**config.mk**
```make
export PLATFORM = sky130hd
export DESIGN_NAME = rtu_frame_gap_receiver
export DESIGN_NICKNAME = d
export VERILOG_FILES = /design/src/rtl/core/rfgr_pkg.sv /design/src/rtl/core/rfgr_crc_unit.sv /design/src/rtl/core/rfgr_frame_store.sv /design/src/rtl/core/rtu_frame_gap_receiver.sv
export SDC_FILE = /design/constraint.sdc
export NUM_CORES = 1
export LEC_CHECK = 0
export BUFFER_PORTS_ARGS = -buffer_cell sky130_fd_sc_hd__buf_2
export CORE_AREA = 3 3 274 276
export CTS_CLUSTER_DIAMETER = 150
export CTS_CLUSTER_SIZE = 14
export DETAILED_ROUTE_END_ITERATION = 16
export DIE_AREA = 0 0 277 279
export GPL_TIMING_DRIVEN = 1
export PLACE_DENSITY = 0.58
export SLEW_MARGIN = 20
export SYNTH_ARGS = -nofsm -noshare
export SYNTH_HDL_FRONTEND = slang
export SYNTH_HIERARCHICAL = 1
export SYNTH_SLANG_ARGS = --single-unit
```
**constraint.sdc**
```tcl
create_clock -name clk -period 8.4 [get_ports clk]
set_input_delay 2.1 -clock clk [delete_from_list [all_inputs] [get_ports clk]]
set_output_delay 2.1 -clock clk [all_outputs]
set_load 0.02 [all_outputs]
```
**src/rtl/core/rfgr_pkg.sv**
```systemverilog
// ----------------------------------------------------------------------------
// rfgr_pkg
// Shared types and constants of the RTU frame gap receiver: sequencer
// states, CRC unit control and status, Modbus CRC-16 constants.
// ----------------------------------------------------------------------------
package rfgr_pkg;

  // input request kinds
  localparam logic MODE_BYTE = 1'b0;
  localparam logic MODE_TICK = 1'b1;

  // modbus crc-16, reflected polynomial
  localparam logic [15:0] CRC_INIT = 16'hFFFF;
  localparam logic [15:0] CRC_POLY = 16'hA001;
  localparam logic [15:0] CRC_ZERO = 16'h0000;

  // silence counter saturation and register reset
  localparam logic [15:0] SILENCE_MAX = 16'hFFFF;
  localparam logic [15:0] GAP_RESET   = 16'd35;

  // index of the last of the eight shift steps for one byte
  localparam logic [2:0] CRC_LAST_STEP = 3'd7;

  typedef enum logic [1:0] {
    S_IDLE,
    S_CRC,
    S_FETCH,
    S_EMIT
  } state_t;

  typedef struct packed {
    logic       start;
    logic       restart;
    logic [7:0] data;
  } crc_ctrl_t;

  typedef struct packed {
    logic done;
  } crc_stat_t;

  // one bit step of the reflected crc
  function automatic logic [15:0] crc_shift(input logic [15:0] c);
    logic [15:0] s;
    s = {1'b0, c[15:1]};
    if (c[0]) begin
      s = s ^ CRC_POLY;
    end
    return s;
  endfunction

endpackage

```
**src/rtl/core/rfgr_crc_unit.sv**
```systemverilog
// ----------------------------------------------------------------------------
// rfgr_crc_unit
// Bit-serial Modbus CRC-16: a byte is folded in on start, then eight shift
// steps follow, one per cycle. Holds the running crc between bytes.
// ----------------------------------------------------------------------------
module rfgr_crc_unit (
  input  logic                clk,
  input  logic                rst,
  input  rfgr_pkg::crc_ctrl_t ctrl,
  output rfgr_pkg::crc_stat_t stat,
  output logic [15:0]         crc_value
);
  import rfgr_pkg::*;

  logic [15:0] crc;
  logic [2:0]  bit_cnt;
  logic        busy;

  // load, then shift one bit per cycle
  always_ff @(posedge clk) begin
    if (rst) begin
      crc     <= CRC_INIT;
      bit_cnt <= '0;
      busy    <= 1'b0;
    end else if (ctrl.start) begin
      crc     <= (ctrl.restart ? CRC_INIT : crc) ^ {8'h00, ctrl.data};
      bit_cnt <= '0;
      busy    <= 1'b1;
    end else if (busy) begin
      crc     <= crc_shift(crc);
      bit_cnt <= bit_cnt + 3'd1;
      if (bit_cnt == CRC_LAST_STEP) begin
        busy <= 1'b0;
      end
    end
  end

  assign stat.done = busy && (bit_cnt == CRC_LAST_STEP);
  assign crc_value = crc;

endmodule

```
**src/rtl/core/rfgr_frame_store.sv**
```systemverilog
// ----------------------------------------------------------------------------
// rfgr_frame_store
// Frame byte buffer: one write port, one read port with registered data.
// ----------------------------------------------------------------------------
module rfgr_frame_store #(
  parameter int DEPTH = 64,
  parameter int AW    = 6
) (
  input  logic          clk,
  input  logic          we,
  input  logic [AW-1:0] waddr,
  input  logic [7:0]    wdata,
  input  logic [AW-1:0] raddr,
  output logic [7:0]    rdata
);

  logic [7:0] mem [DEPTH];

  // write port
  always_ff @(posedge clk) begin
    if (we) begin
      mem[waddr] <= wdata;
    end
  end

  // registered read port
  always_ff @(posedge clk) begin
    rdata <= mem[raddr];
  end

endmodule

```
**src/rtl/core/rtu_frame_gap_receiver.sv**
```systemverilog
// ----------------------------------------------------------------------------
// rtu_frame_gap_receiver
// Collects RTU bytes, checks the Modbus CRC-16 and releases good frames.
// ----------------------------------------------------------------------------
// Input channel (in_valid/in_ready): each request is either a received byte
// (mode 0, rx_byte) or one time tick (mode 1). A byte is stored and folded
// into the CRC by a bit-serial unit, one load and eight shift steps per byte.
// Bytes beyond FRAME_DEPTH are dropped. Ticks count silence while a frame
// is open. When the silence reaches gap_ticks the frame closes: with a zero
// CRC its bytes are sent on the output channel (out_valid/out_ready) as
// frame_byte with last_of_frame on the final byte, one per cycle while the
// receiver is ready, after a fetch from the frame store; a bad frame is
// dropped silently.
// in_ready is low while the CRC unit runs and while a frame is sent.
// The output register holds its request until taken; a stalled receiver
// holds the flush and thereby the input channel.
// gap_ticks is written through cfg_we/cfg_wdata; the user must write it only while the block is idle (not enforced).
// Reset: synchronous, clears the frame state, gap_ticks returns to 35.
// ----------------------------------------------------------------------------
module rtu_frame_gap_receiver #(
  parameter int FRAME_DEPTH = 64
) (
  input  logic        clk,
  input  logic        rst,
  // configuration
  input  logic        cfg_we,
  input  logic [15:0] cfg_wdata,
  // input channel
  input  logic        in_valid,
  output logic        in_ready,
  input  logic        mode,
  input  logic [7:0]  rx_byte,
  // output channel
  output logic        out_valid,
  input  logic        out_ready,
  output logic [7:0]  frame_byte,
  output logic        last_of_frame
);
  import rfgr_pkg::*;

  localparam int AW = (FRAME_DEPTH > 1) ? $clog2(FRAME_DEPTH) : 1;
  localparam int CW = $clog2(FRAME_DEPTH + 1);
  localparam logic [CW-1:0] DEPTH_C = CW'(FRAME_DEPTH);

  state_t        state, state_next;
  logic [CW-1:0] byte_count, byte_count_next;
  logic [15:0]   silence_count, silence_count_next;
  logic          frame_open, frame_open_next;
  logic [AW-1:0] idx, idx_next;
  logic [15:0]   gap_ticks;

  crc_ctrl_t     crc_ctrl;
  crc_stat_t     crc_stat;
  logic [15:0]   crc_value;

  logic          mem_we;
  logic [AW-1:0] rd_addr;
  logic [7:0]    rd_data;
  logic          load_out;
  logic          is_last;
  logic [15:0]   silence_inc;

  rfgr_crc_unit u_crc (
    .clk       (clk),
    .rst       (rst),
    .ctrl      (crc_ctrl),
    .stat      (crc_stat),
    .crc_value (crc_value)
  );

  rfgr_frame_store #(
    .DEPTH (FRAME_DEPTH),
    .AW    (AW)
  ) u_store (
    .clk   (clk),
    .we    (mem_we),
    .waddr (byte_count[AW-1:0]),
    .wdata (rx_byte),
    .raddr (rd_addr),
    .rdata (rd_data)
  );

  // gap register
  always_ff @(posedge clk) begin
    if (rst) begin
      gap_ticks <= GAP_RESET;
    end else if (cfg_we) begin
      gap_ticks <= cfg_wdata;
    end
  end

  // state and frame registers
  always_ff @(posedge clk) begin
    if (rst) begin
      state         <= S_IDLE;
      byte_count    <= '0;
      silence_count <= '0;
      frame_open    <= 1'b0;
      idx           <= '0;
    end else begin
      state         <= state_next;
      byte_count    <= byte_count_next;
      silence_count <= silence_count_next;
      frame_open    <= frame_open_next;
      idx           <= idx_next;
    end
  end

  assign is_last     = ((CW'(idx) + CW'(1)) == byte_count);
  assign silence_inc = (silence_count == SILENCE_MAX) ? silence_count
                                                      : silence_count + 16'd1;
  assign in_ready    = (state == S_IDLE);

  // sequencer
  always_comb begin
    state_next         = state;
    byte_count_next    = byte_count;
    silence_count_next = silence_count;
    frame_open_next    = frame_open;
    idx_next           = idx;
    crc_ctrl           = '0;
    mem_we             = 1'b0;
    rd_addr            = idx;
    load_out           = 1'b0;
    unique case (state)
      S_IDLE: begin
        if (in_valid) begin
          if (mode == MODE_BYTE) begin
            if (byte_count < DEPTH_C) begin
              mem_we             = 1'b1;
              byte_count_next    = byte_count + CW'(1);
              crc_ctrl.start     = 1'b1;
              crc_ctrl.restart   = !frame_open;
              crc_ctrl.data      = rx_byte;
              frame_open_next    = 1'b1;
              silence_count_next = '0;
              state_next         = S_CRC;
            end
          end else if (frame_open) begin
            if (silence_inc >= gap_ticks) begin
              silence_count_next = '0;
              frame_open_next    = 1'b0;
              if (crc_value == CRC_ZERO) begin
                idx_next   = '0;
                state_next = S_FETCH;
              end else begin
                byte_count_next = '0;
              end
            end else begin
              silence_count_next = silence_inc;
            end
          end
        end
      end
      S_CRC: begin
        if (crc_stat.done) begin
          state_next = S_IDLE;
        end
      end
      S_FETCH: begin
        state_next = S_EMIT;
      end
      S_EMIT: begin
        if (!out_valid || out_ready) begin
          load_out = 1'b1;
          if (is_last) begin
            byte_count_next = '0;
            state_next      = S_IDLE;
          end else begin
            idx_next = idx + AW'(1);
            rd_addr  = idx + AW'(1);
          end
        end
      end
      default: begin
        state_next = S_IDLE;
      end
    endcase
  end

  // output register
  always_ff @(posedge clk) begin
    if (rst) begin
      out_valid <= 1'b0;
    end else if (load_out) begin
      out_valid <= 1'b1;
    end else if (out_ready) begin
      out_valid <= 1'b0;
    end
  end

  always_ff @(posedge clk) begin
    if (load_out) begin
      frame_byte    <= rd_data;
      last_of_frame <= is_last;
    end
  end

endmodule

```
==> results of run 1 <==
==> stage by stage <==
step / power [W] / util (%) / setup WS (ps) / area, um^2 / hold slack, ps
detailed placement: 0.003546 / 35.66 / 2774 / 25980 / 423.4
CTS: 0.005695 / 37.64 / 3334 / 27410 / 439.5
finish: 0.005614 / 37.65 / 3321 / 27420 / 440.5
floorplan: 0.003450 / - / 3714 / 24770 / 385.5
global route: 0.005826 / 37.65 / 2780 / 27420 / 441.5
global placement: 0.003536 / 35.66 / 2792 / 25980 / 432.2
==> layout by cell type, fill, tap and decap left out, types with 12 or more instances in the layout <==
master,instances
edfxtp_1,521
nor2_1,130
mux4_2,126
dfxtp_1,77
nand2_1,48
clkbuf_16,48
buf_2,40
mux2i_1,39
clkbuf_1,37
inv_1,35
nor2b_1,35
o21ai_0,33
nand3_1,32
a21oi_1,32
ha_1,25
buf_4,21
nand2b_1,18
nor3_1,16
mux2_2,16
o22ai_1,16
a31oi_1,14
xnor2_1,13
a22oi_1,12
==> where the power goes <==
| part | internal, W | leakage [nW] | switching [W] |
|---|---|---|---|
| registers | 0.00325 | 5.31 | 0.0000202 |
| clock network | 0.00112 | 0.677 | 0.00102 |
| logic | 0.0000704 | 2.37 | 0.000140 |
==> kinds of logic (layout without fill, tap and decap cells) <==
logic type	after synthesis	in the layout	synth area share (%)
mux	183	183	13.87
fa+ha+maj	25	25	1.263
xor+xnor	27	27	0.9547
simple gates	351	351	6.976
compound gates	186	186	5.193
flops	598	598	69.39
buf+inv	113	187	2.359
==> worst max-delay path by stage <==
| stage | startpoint | end | slack (ps) | cells after the start |
|---|---|---|---|---|
| 6_report | silence_count[0] | byte_count[2] | 3320 | 15 |
| 5_1_grt | silence_count[0] | byte_count[2] | 2780 | 15 |
| 4_1_cts | silence_count[0] | byte_count[3] | 3330 | 15 |
| 3_5_place_dp | out_ready | u_store/rdata[6] | 2770 | 11 |
| 3_3_place_gp | out_ready | u_store/rdata[6] | 2790 | 11 |
| 2_1_floorplan | mode | u_store/mem[48][0] | 3710 | 4 |
==> cells in the mapped netlist, types with 12 or more instances <==
library cell	count	area, um^2
nor2_1	131	491.7
clkbuf_1	30	112.6
buf_4	17	127.6
ha_1	25	312.8
inv_1	35	131.4
o22ai_1	16	100.1
nand3_1	32	160.2
mux2_2	17	191.4
mux2i_1	39	390.4
nor3_1	18	90.09
mux4_2	126	2838
edfxtp_1	521	15650
nor2b_1	35	219.0
buf_2	15	75.07
nand2b_1	18	112.6
a31oi_1	14	87.58
a21oi_1	32	160.2
xnor2_1	16	140.1
o21ai_0	33	165.2
a22oi_1	12	90.09
dfxtp_1	77	1541
nand2_1	48	180.2
==> cell type report <==
cell class / count / area [um^2] / share of cell area [%]
clock buffers: 85 / 1340 / 4.887
repair buffers: 63 / 397.9 / 1.451
inverters: 35 / 131.4 / 0.4791
clock inverters: 4 / 96.34 / 0.3514
well taps: 959 / 1200 / 4.376
multi-input cells: 772 / 7068 / 25.78
flip-flops and latches: 598 / 17190 / 62.68
==> sequential cells by signal, indices dropped and copies added, names as in the netlist, 2 cells and up <==
name and flops:
silence_count 16, state 2, u_store/mem 512, gap_ticks 16
u_crc/bit_cnt 3, idx 6, byte_count 7, u_store/rdata 8
frame_byte 8, u_crc/crc_value 16
==> metal layers <==
metal | global-route usage, % | share of wire (%) | routed length [um]
met5 | 0 | 0.023 | 13
met4 | 4.230 | 2.6 | 1449
met3 | 2.893 | 6.5 | 3629
met2 | 22.29 | 46 | 25610
met1 | 20.35 | 45 | 24800
==> results.yml, run 1 <==
status:
  status: "completed"
grt:
  antenna_found_initial: 1
  grt-ovfl-total: 0
  grt_pass1_vias: 13457
  grt_pass1_wl_um: 84960
  grt_use_total_pct: 14.30
  grt_max_degree: 119
sta:
  skew_ps: 49.17
  slew_violations: 0
  fin_setup_tns_ps: 0
  layout_min_cycle_time_ps: 5079
  timing.final.crit_share_pct: 60.47
  rsz0062_at_grt: "no"
  tightest_slew_ps: 1058
  max_freq_ghz: 0.1969
  maxSlewHeadroom_pct: 29.23
  setup_viol: 0
  hold_viol: 0
setup_path:
  ff2ff_path_depth: 15
  arrival_ps: 5610
  critPathKind: "register to register"
  r2r-start: "silence_count[0]"
  slowest_delay_ps: 690
  worst-r2r-setup-slack_ps: 3320
  rr_endpoint: "byte_count[2]"
  start_kind: "register"
  required_ps: 8930
  crit_chain: "ha_1 > nand3_1 > nor4_1 > nand4_1 > nand2_1 > nor2_1 > xnor2_1 > ha_1 > and3_1 > o21ai_0 > a311oi_1 > o211ai_1 > a211oi_1 > a31oi_1 > o21ai_0"
  crit_slowest_cell: "a211oi_1"
  critPathTopFamily: "compound AO/OA/AOI/OAI gates"
  crit_buf_inv: 0
  cp_max_fo: 11
  crit_path_end_kind: "register"
clocking:
  cts_root_buf: "clkbuf_16"
  clock_latency_ps: 610
  clk_path_buf_depth: 3
  tritoncts: "done"
  clock_sinks: 598
  ctsHtreeMaxLevel: 2
  ctsResizeCount: 0
  cts_made_buffers: 48
  hold_buffers: 0
  cts_setup_buffers: 0
  clk_pin_slew_ps: 70
synth:
  synth_seq_cells: 598
  postSynthAreaPerCell_um2: 16.70
  ys_warn_count: 6
  synth_ff_type: "edfxtp_1"
  synth_edf_count: 521
  syn_inst: 1483
  async_flop_share_pct: 0
  netlist_area_um2: 24770
  synth_seq_area_share_pct: 69.39
  ys_types: 71
  syn_nets: 1538
place:
  gp_congestion: 0.7736
  portBuffers: 40
  place_hpwl_um: 33310
  placed_cells: 2427
floorplan:
  start_util_pct: 34.01
  ios: 41
  dieHeight_um: 279
  rows: 99
  fp.coreArea_um2: 72830
  die_width_um: 277
  die-area_um2: 77280
power_and_ir_drop:
  p_leak_nw: 8.358
  powerDensity_nw_per_um2: 204.7
  ir_drop_mv: 0.1595
worst_hold_path:
  hp-class: "register to register"
  hold-path-cell-count: 0
  min_from: "u_store/rdata[2]"
  hold_end: "frame_byte[2]"
final_layout:
  fin_cells: 2516
  fillers: 6754
  drive_above_1_share_pct: 18.11
  finalNetCount: 1573
  syn_to_final_growth_pct: 10.70
  antenna_cells: 0
route:
  drc: 0
  first_iter_violations: 1201
  avgRoutedWirePerCell_um: 22.06
  drt-total-wl_um: 55500
  dr.pass1.iters: 5
  via_count: 13314
  ant_nets: 0
  routed_via_density: 5.292
job:
  maxCapViolations: 0
No activity file was read; power rests on OpenSTA's default activity.
==> run 2: changes to the inputs <==
ABC_AREA = 1   (was unset)
CORE_AREA = 3 3 282 284   (was 3 3 274 276)
DIE_AREA = 0 0 285 287   (was 0 0 277 279)
PLACE_DENSITY = 0.6   (was 0.58)
clock period = 4.1 ns   (was 8.4 ns; I/O delays follow)
==> results.yml, run 2 <==
status:
  status: "completed"
synth:
  synth_area_leaders: "edfxtp_1 60%, nand2_1 12%, nand3_1 9.7%"
  synth_ff_type: "edfxtp_1"
  netlist_area_um2: 26180
  postSynthAreaPerCell_um2: 10.35
  async_flop_share_pct: 0
  syn_nets: 2586
  synth_commonest_cells: "824 x nand2_1, 521 x edfxtp_1, 506 x nand3_1"
  synth_seq_cells: 598
  ys_warn_count: 6
  synth_edf_count: 521
  syn_inst: 2531
  yosysMostFrequentCell: "nand2_1"
  synth_seq_area_share_pct: 65.64
  ys_types: 39
  synth_top_area_share_pct: 59.75
  yosysTopAreaCell: "edfxtp_1"
route:
  dr.pass1.iters: 5
  top_layer_used: "met5"
  avgRoutedWirePerCell_um: 17.84
  ant_nets: 0
  wl_met2_um: 31070
  via_count: 18152
  m1WireLength_um: 28700
  dr_wl_met3_um: 4415
  drt-total-wl_um: 65920
  routed_via_density: 4.913
  drc: 0
  first_iter_violations: 1445
clocking:
  clk_path_buf_depth: 3
  tritoncts: "done"
  clock_latency_ps: 630
  ctsResizeCount: 0
  cts_setup_buffers: 0
  cts_made_buffers: 48
  clock_sinks: 598
  hold_buffers: 0
  clk_pin_slew_ps: 70
  cts_root_buf: "clkbuf_16"
  ctsHtreeMaxLevel: 2
sta:
  hold_viol: 0
  fin_ws_ps: 484.2
  fin_setup_tns_ps: 0
  max_freq_ghz: 0.2766
  rsz0062_at_grt: "no"
  tightest_slew_ps: 949.1
  layout_min_cycle_time_ps: 3616
  maxSlewHeadroom_pct: 36.50
  slew_violations: 0
  setup_viol: 0
  skew_ps: 46.60
  timing.final.crit_share_pct: 88.19
setup_path:
  critPathKind: "register to register"
  cp_max_fo: 41
  crit_path_end_kind: "register"
  start_kind: "register"
  r2r-start: "idx[0]"
  required_ps: 4660
  crit_buf_inv: 3
  crit_slowest_cell: "dfxtp_1"
  arrival_ps: 4180
  cp_common_cell: "nand2_1"
  crit_chain: "ha_1 > nand2_2 > nor2_2 > nand2_1 > nand2_1 > nand3_2 > nor2_4 > nand2_2 > nand2_2 > nand2_1 > nand2_1 > o22ai_4 > inv_8 > buf_12 > buf_4 > nand2_1 > nand3_1 > nand3_1 > nand2_1 > nand2_1 > nand3_1 > nand3_1 > nand2_1"
  critPathTopFamily: "simple AND/OR/NAND/NOR gates"
  slowest_delay_ps: 400
  crit_start: "idx[0]"
power_and_ir_drop:
  seqPwrFrac_pct: 46.5
  ir_drop_mv: 0.3997
  p_sw_share_pct: 31.71
  p_int_w: 0.01014
  pwr-share-clk_pct: 29.5
  powerDensity_nw_per_um2: 504.9
  power_frac_comb_pct: 23.9
  p_sw_w: 0.004707
  p_leak_nw: 10.98
grt:
  antenna_found_initial: 1
  grt_pass1_wl_um: 101800
  grt_pass1_vias: 17526
  grt-ovfl-total: 0
  grt_max_degree: 58
  grt_use_total_pct: 15.95
final_layout:
  syn_to_final_growth_pct: 12.30
  antenna_cells: 0
  drive_above_1_share_pct: 10.13
  largest_register_ffs: 512
  fin_util_pct: 38.02
  final_common_cell: "nand2_1"
  layout_common_cells: "824 x nand2_1, 521 x edfxtp_1, 506 x nand3_1, 168 x nor2_1, 110 x buf_4"
  finalNetCount: 2671
  fillers: 7602
  top_register: "u_store/mem"
floorplan:
  die_width_um: 285
  dieHeight_um: 287
  start_util_pct: 33.86
  fp.coreArea_um2: 77340
  die-area_um2: 81800
  ios: 41
  rows: 102
place:
  place_hpwl_um: 42120
  pre_cts_slack_ps: 336.8
  gp_congestion: 0.7886
  portBuffers: 40
worst_hold_path:
  min_from: "u_store/rdata[4]"
  hp-class: "register to register"
job:
  maxCapViolations: 0
==> run 2: final cells by class <==
type | instances | area, um^2 | share of cell area [%]
clock buffers | 85 | 1340 | 4.557
clock inverters | 4 | 95.09 | 0.3234
inverters | 109 | 421.7 | 1.434
multi-input cells | 1693 | 7715 | 26.24
flip-flops and latches | 598 | 17190 | 58.45
well taps | 1040 | 1301 | 4.425
repair buffers | 166 | 1346 | 4.578
==> run 2: power groups by stage <==
stage                     Clock, W  Combinational [W]  Sequential, W
after floorplan                  0            0.00251        0.00701
after global placement           0            0.00353        0.00704
after detailed placement         0            0.00355        0.00705
after CTS                  0.00452            0.00357        0.00691
after global routing       0.00475            0.00397        0.00693
final                      0.00439            0.00355        0.00691
==> run 2: cells by family (layout without fill, tap and decap cells) <==
| kind of cell | count (synthesis) | after routing | share of synthesized area, % |
|---|---|---|---|
| and+or+nand+nor | 1564 | 1564 | 25.59 |
| DFF | 598 | 598 | 65.64 |
| buffers and inverters | 240 | 364 | 5.108 |
| AOI/OAI and AO/OA | 91 | 91 | 2.031 |
| adders and majority gates | 25 | 25 | 1.195 |
| xor gates and xnor gates | 13 | 13 | 0.4348 |
==> run 2: through the flow <==
step / hold slack [ps] / power [W] / cell area [um^2] / cells
floorplan: 385.5 / 0.009525 / 26180 / 2531
global placement: 404.0 / 0.01058 / 27970 / 3606
detailed placement: 389.5 / 0.01060 / 27970 / 3606
CTS: 386.3 / 0.01499 / 29410 / 3695
global route: 398.7 / 0.01565 / 29410 / 3695
finish: 388.5 / 0.01485 / 29410 / 3695
==> run 2: metal layers <==
layer	track usage (%)	vias to the layer above
met4	4.798	2
met5	0	-
met1	21.27	8678
li1	-	8828
met3	2.815	117
met2	26.62	527
==> run 2: worst paths after layout <==
| check | end | slack [ps] | cells past startpoint |
|---|---|---|---|
| max | u_store/rdata[2] | 480 | 23 |
| min | frame_byte[4] | 390 | 0 |
| max reg2reg | u_store/rdata[2] | 480 | 23 |
| min reg2reg | frame_byte[4] | 390 | 0 |
==> run 3: changes to the inputs <==
CORE_AREA = 3 3 267 269   (was 3 3 282 284)
DIE_AREA = 0 0 270 272   (was 0 0 285 287)
PLACE_DENSITY = 0.64   (was 0.6)
==> results.yml, run 3 (synthesis results as in run 2) <==
status:
  status: "completed"
route:
  ant_nets: 0
  drt-total-wl_um: 65690
  avgRoutedWirePerCell_um: 18.72
  routed_via_density: 5.212
  via_count: 18293
  drc: 0
  first_iter_violations: 1872
  dr.pass1.iters: 6
floorplan:
  start_util_pct: 38.04
  die-area_um2: 73440
  ios: 41
  fp.coreArea_um2: 68830
  die_width_um: 270
  dieHeight_um: 272
  rows: 96
final_layout:
  multi_input_comb_area_um2: 7715
  finalNetCount: 2610
  top_register: "u_store/mem"
  fin_util_pct: 41.69
  final_common_cell: "nand2_1"
  seq_area_um2: 17190
  drive_above_1_share_pct: 8.065
  layout_common_cells: "824 x nand2_1, 521 x edfxtp_1, 506 x nand3_1, 168 x nor2_1, 96 x inv_1"
  syn_to_final_growth_pct: 9.595
  largest_register_ffs: 512
  fillers: 6474
  antenna_cells: 0
place:
  pre_cts_slack_ps: 533.9
  portBuffers: 40
  gp_congestion: 0.8684
  place_hpwl_um: 41100
sta:
  rsz0062_at_grt: "no"
  maxSlewHeadroom_pct: 37.68
  max_freq_ghz: 0.2748
  layout_min_cycle_time_ps: 3639
  skew_ps: 21.55
  fin_ws_ps: 460.9
  fin_setup_tns_ps: 0
  tightest_slew_ps: 931.4
  setup_viol: 0
  timing.final.crit_share_pct: 88.76
  hold_viol: 0
  slew_violations: 0
clocking:
  clk_pin_slew_ps: 70
  clk_path_buf_depth: 3
  cts_made_buffers: 48
  clock_latency_ps: 610
  ctsResizeCount: 0
  cts_root_buf: "clkbuf_16"
  hold_buffers: 0
  cts_setup_buffers: 0
  clock_sinks: 598
  tritoncts: "done"
  ctsHtreeMaxLevel: 2
setup_path:
  cp_max_fo: 144
  crit_chain: "ha_1 > nand2_2 > nor2_2 > nand2_1 > nand2_1 > nand3_2 > nor2_4 > nand2_2 > nand2_2 > nor2_1 > o22ai_4 > buf_12 > nand2_1 > nand3_1 > nand3_1 > nand2_1 > nand2_1 > nand3_1 > nand3_1 > nand2_1"
  rr_endpoint: "u_store/rdata[1]"
  ff2ff_path_depth: 20
  required_ps: 4650
  crit_end: "u_store/rdata[1]"
  r2r-start: "idx[1]"
  arrival_ps: 4190
  cp_common_cell: "nand2_1"
  crit_start: "idx[1]"
  worst-r2r-setup-slack_ps: 460
  start_kind: "register"
  slowest_delay_ps: 480
  crit_path_end_kind: "register"
  critPathKind: "register to register"
  crit_slowest_cell: "buf_12"
power_and_ir_drop:
  powerDensity_nw_per_um2: 513.9
  power_frac_comb_pct: 23.5
  pwr-share-clk_pct: 29.5
  ir_drop_mv: 0.3486
  p_sw_w: 0.004668
  p_leak_nw: 10.63
  p_sw_share_pct: 31.65
  p_int_w: 0.01008
  seqPwrFrac_pct: 47.0
grt:
  grt_pass1_wl_um: 101800
  grt_max_degree: 145
  grt_use_total_pct: 17.59
  grt-ovfl-total: 0
  grt_pass1_vias: 17732
  antenna_found_initial: 2
job:
  maxCapViolations: 0
worst_hold_path:
  min_from: "u_store/rdata[6]"
  hp-class: "register to register"
[run 3: changes by cell type in the layout (fill, tap and decap cells not counted), sizes merged]
cell	previous run	this run
clkbuf	85	71
buf	166	105
clkinv	5	3
bufinv	0	1
[run 3: stage by stage]
step	power (W)	instances	instance area [um^2]	hold WS, ps
3_3_place_gp	0.01043	3436	27310	399.5
4_1_cts	0.01481	3510	28690	418.6
3_5_place_dp	0.01049	3436	27310	404.2
6_report	0.01475	3510	28700	407.3
5_1_grt	0.01546	3510	28700	419.0
2_1_floorplan	0.009525	2531	26180	385.5
[run 3: worst min path at each step]
stage | end | cells after the start
after detailed placement | frame_byte[6] | 0
after global routing | frame_byte[6] | 0
final | frame_byte[6] | 0
after global placement | frame_byte[2] | 0
after CTS | frame_byte[6] | 0
after floorplan | frame_byte[0] | 0
[run 3: layout make-up]
| type | instances | share of cell area (%) |
|---|---|---|
| clock buffer | 71 | 4.561 |
| sequential | 598 | 59.89 |
| timing repair buffer | 105 | 2.878 |
| multi-input combinational | 1693 | 26.88 |
| inverter | 109 | 1.461 |
| tap | 931 | 4.059 |
| clock inverter | 3 | 0.2660 |
[run 3: power groups by stage]
| stage | logic (W) | clock network [W] | registers (W) |
|---|---|---|---|
| after floorplan | 0.00251 | 0 | 0.00701 |
| after global placement | 0.00338 | 0 | 0.00706 |
| after detailed placement | 0.00342 | 0 | 0.00706 |
| after CTS | 0.00344 | 0.00444 | 0.00693 |
| after global routing | 0.00384 | 0.00468 | 0.00694 |
| final | 0.00346 | 0.00436 | 0.00693 |
[run 3: worst max-delay path: cells and delay by family, from the launching register on]
family,cells,cell delay (ps)
flops,1,390
buf+inv,1,480
simple gates,17,1950
fa+ha+maj,1,300
compound gates,1,270
[run 3: routing by layer]
| metal | GRT usage [%] | part of all wire [%] | vias to the layer above | wire (um) |
|---|---|---|---|---|
| met2 | 28.28 | 46 | 683 | 30230 |
| met1 | 23.79 | 43 | 8806 | 28020 |
| li1 | - | - | 8692 | - |
| met5 | 0 | 0.035 | - | 23 |
| met4 | 4.824 | 2.4 | 4 | 1550 |
| met3 | 4.343 | 8.9 | 108 | 5864 |
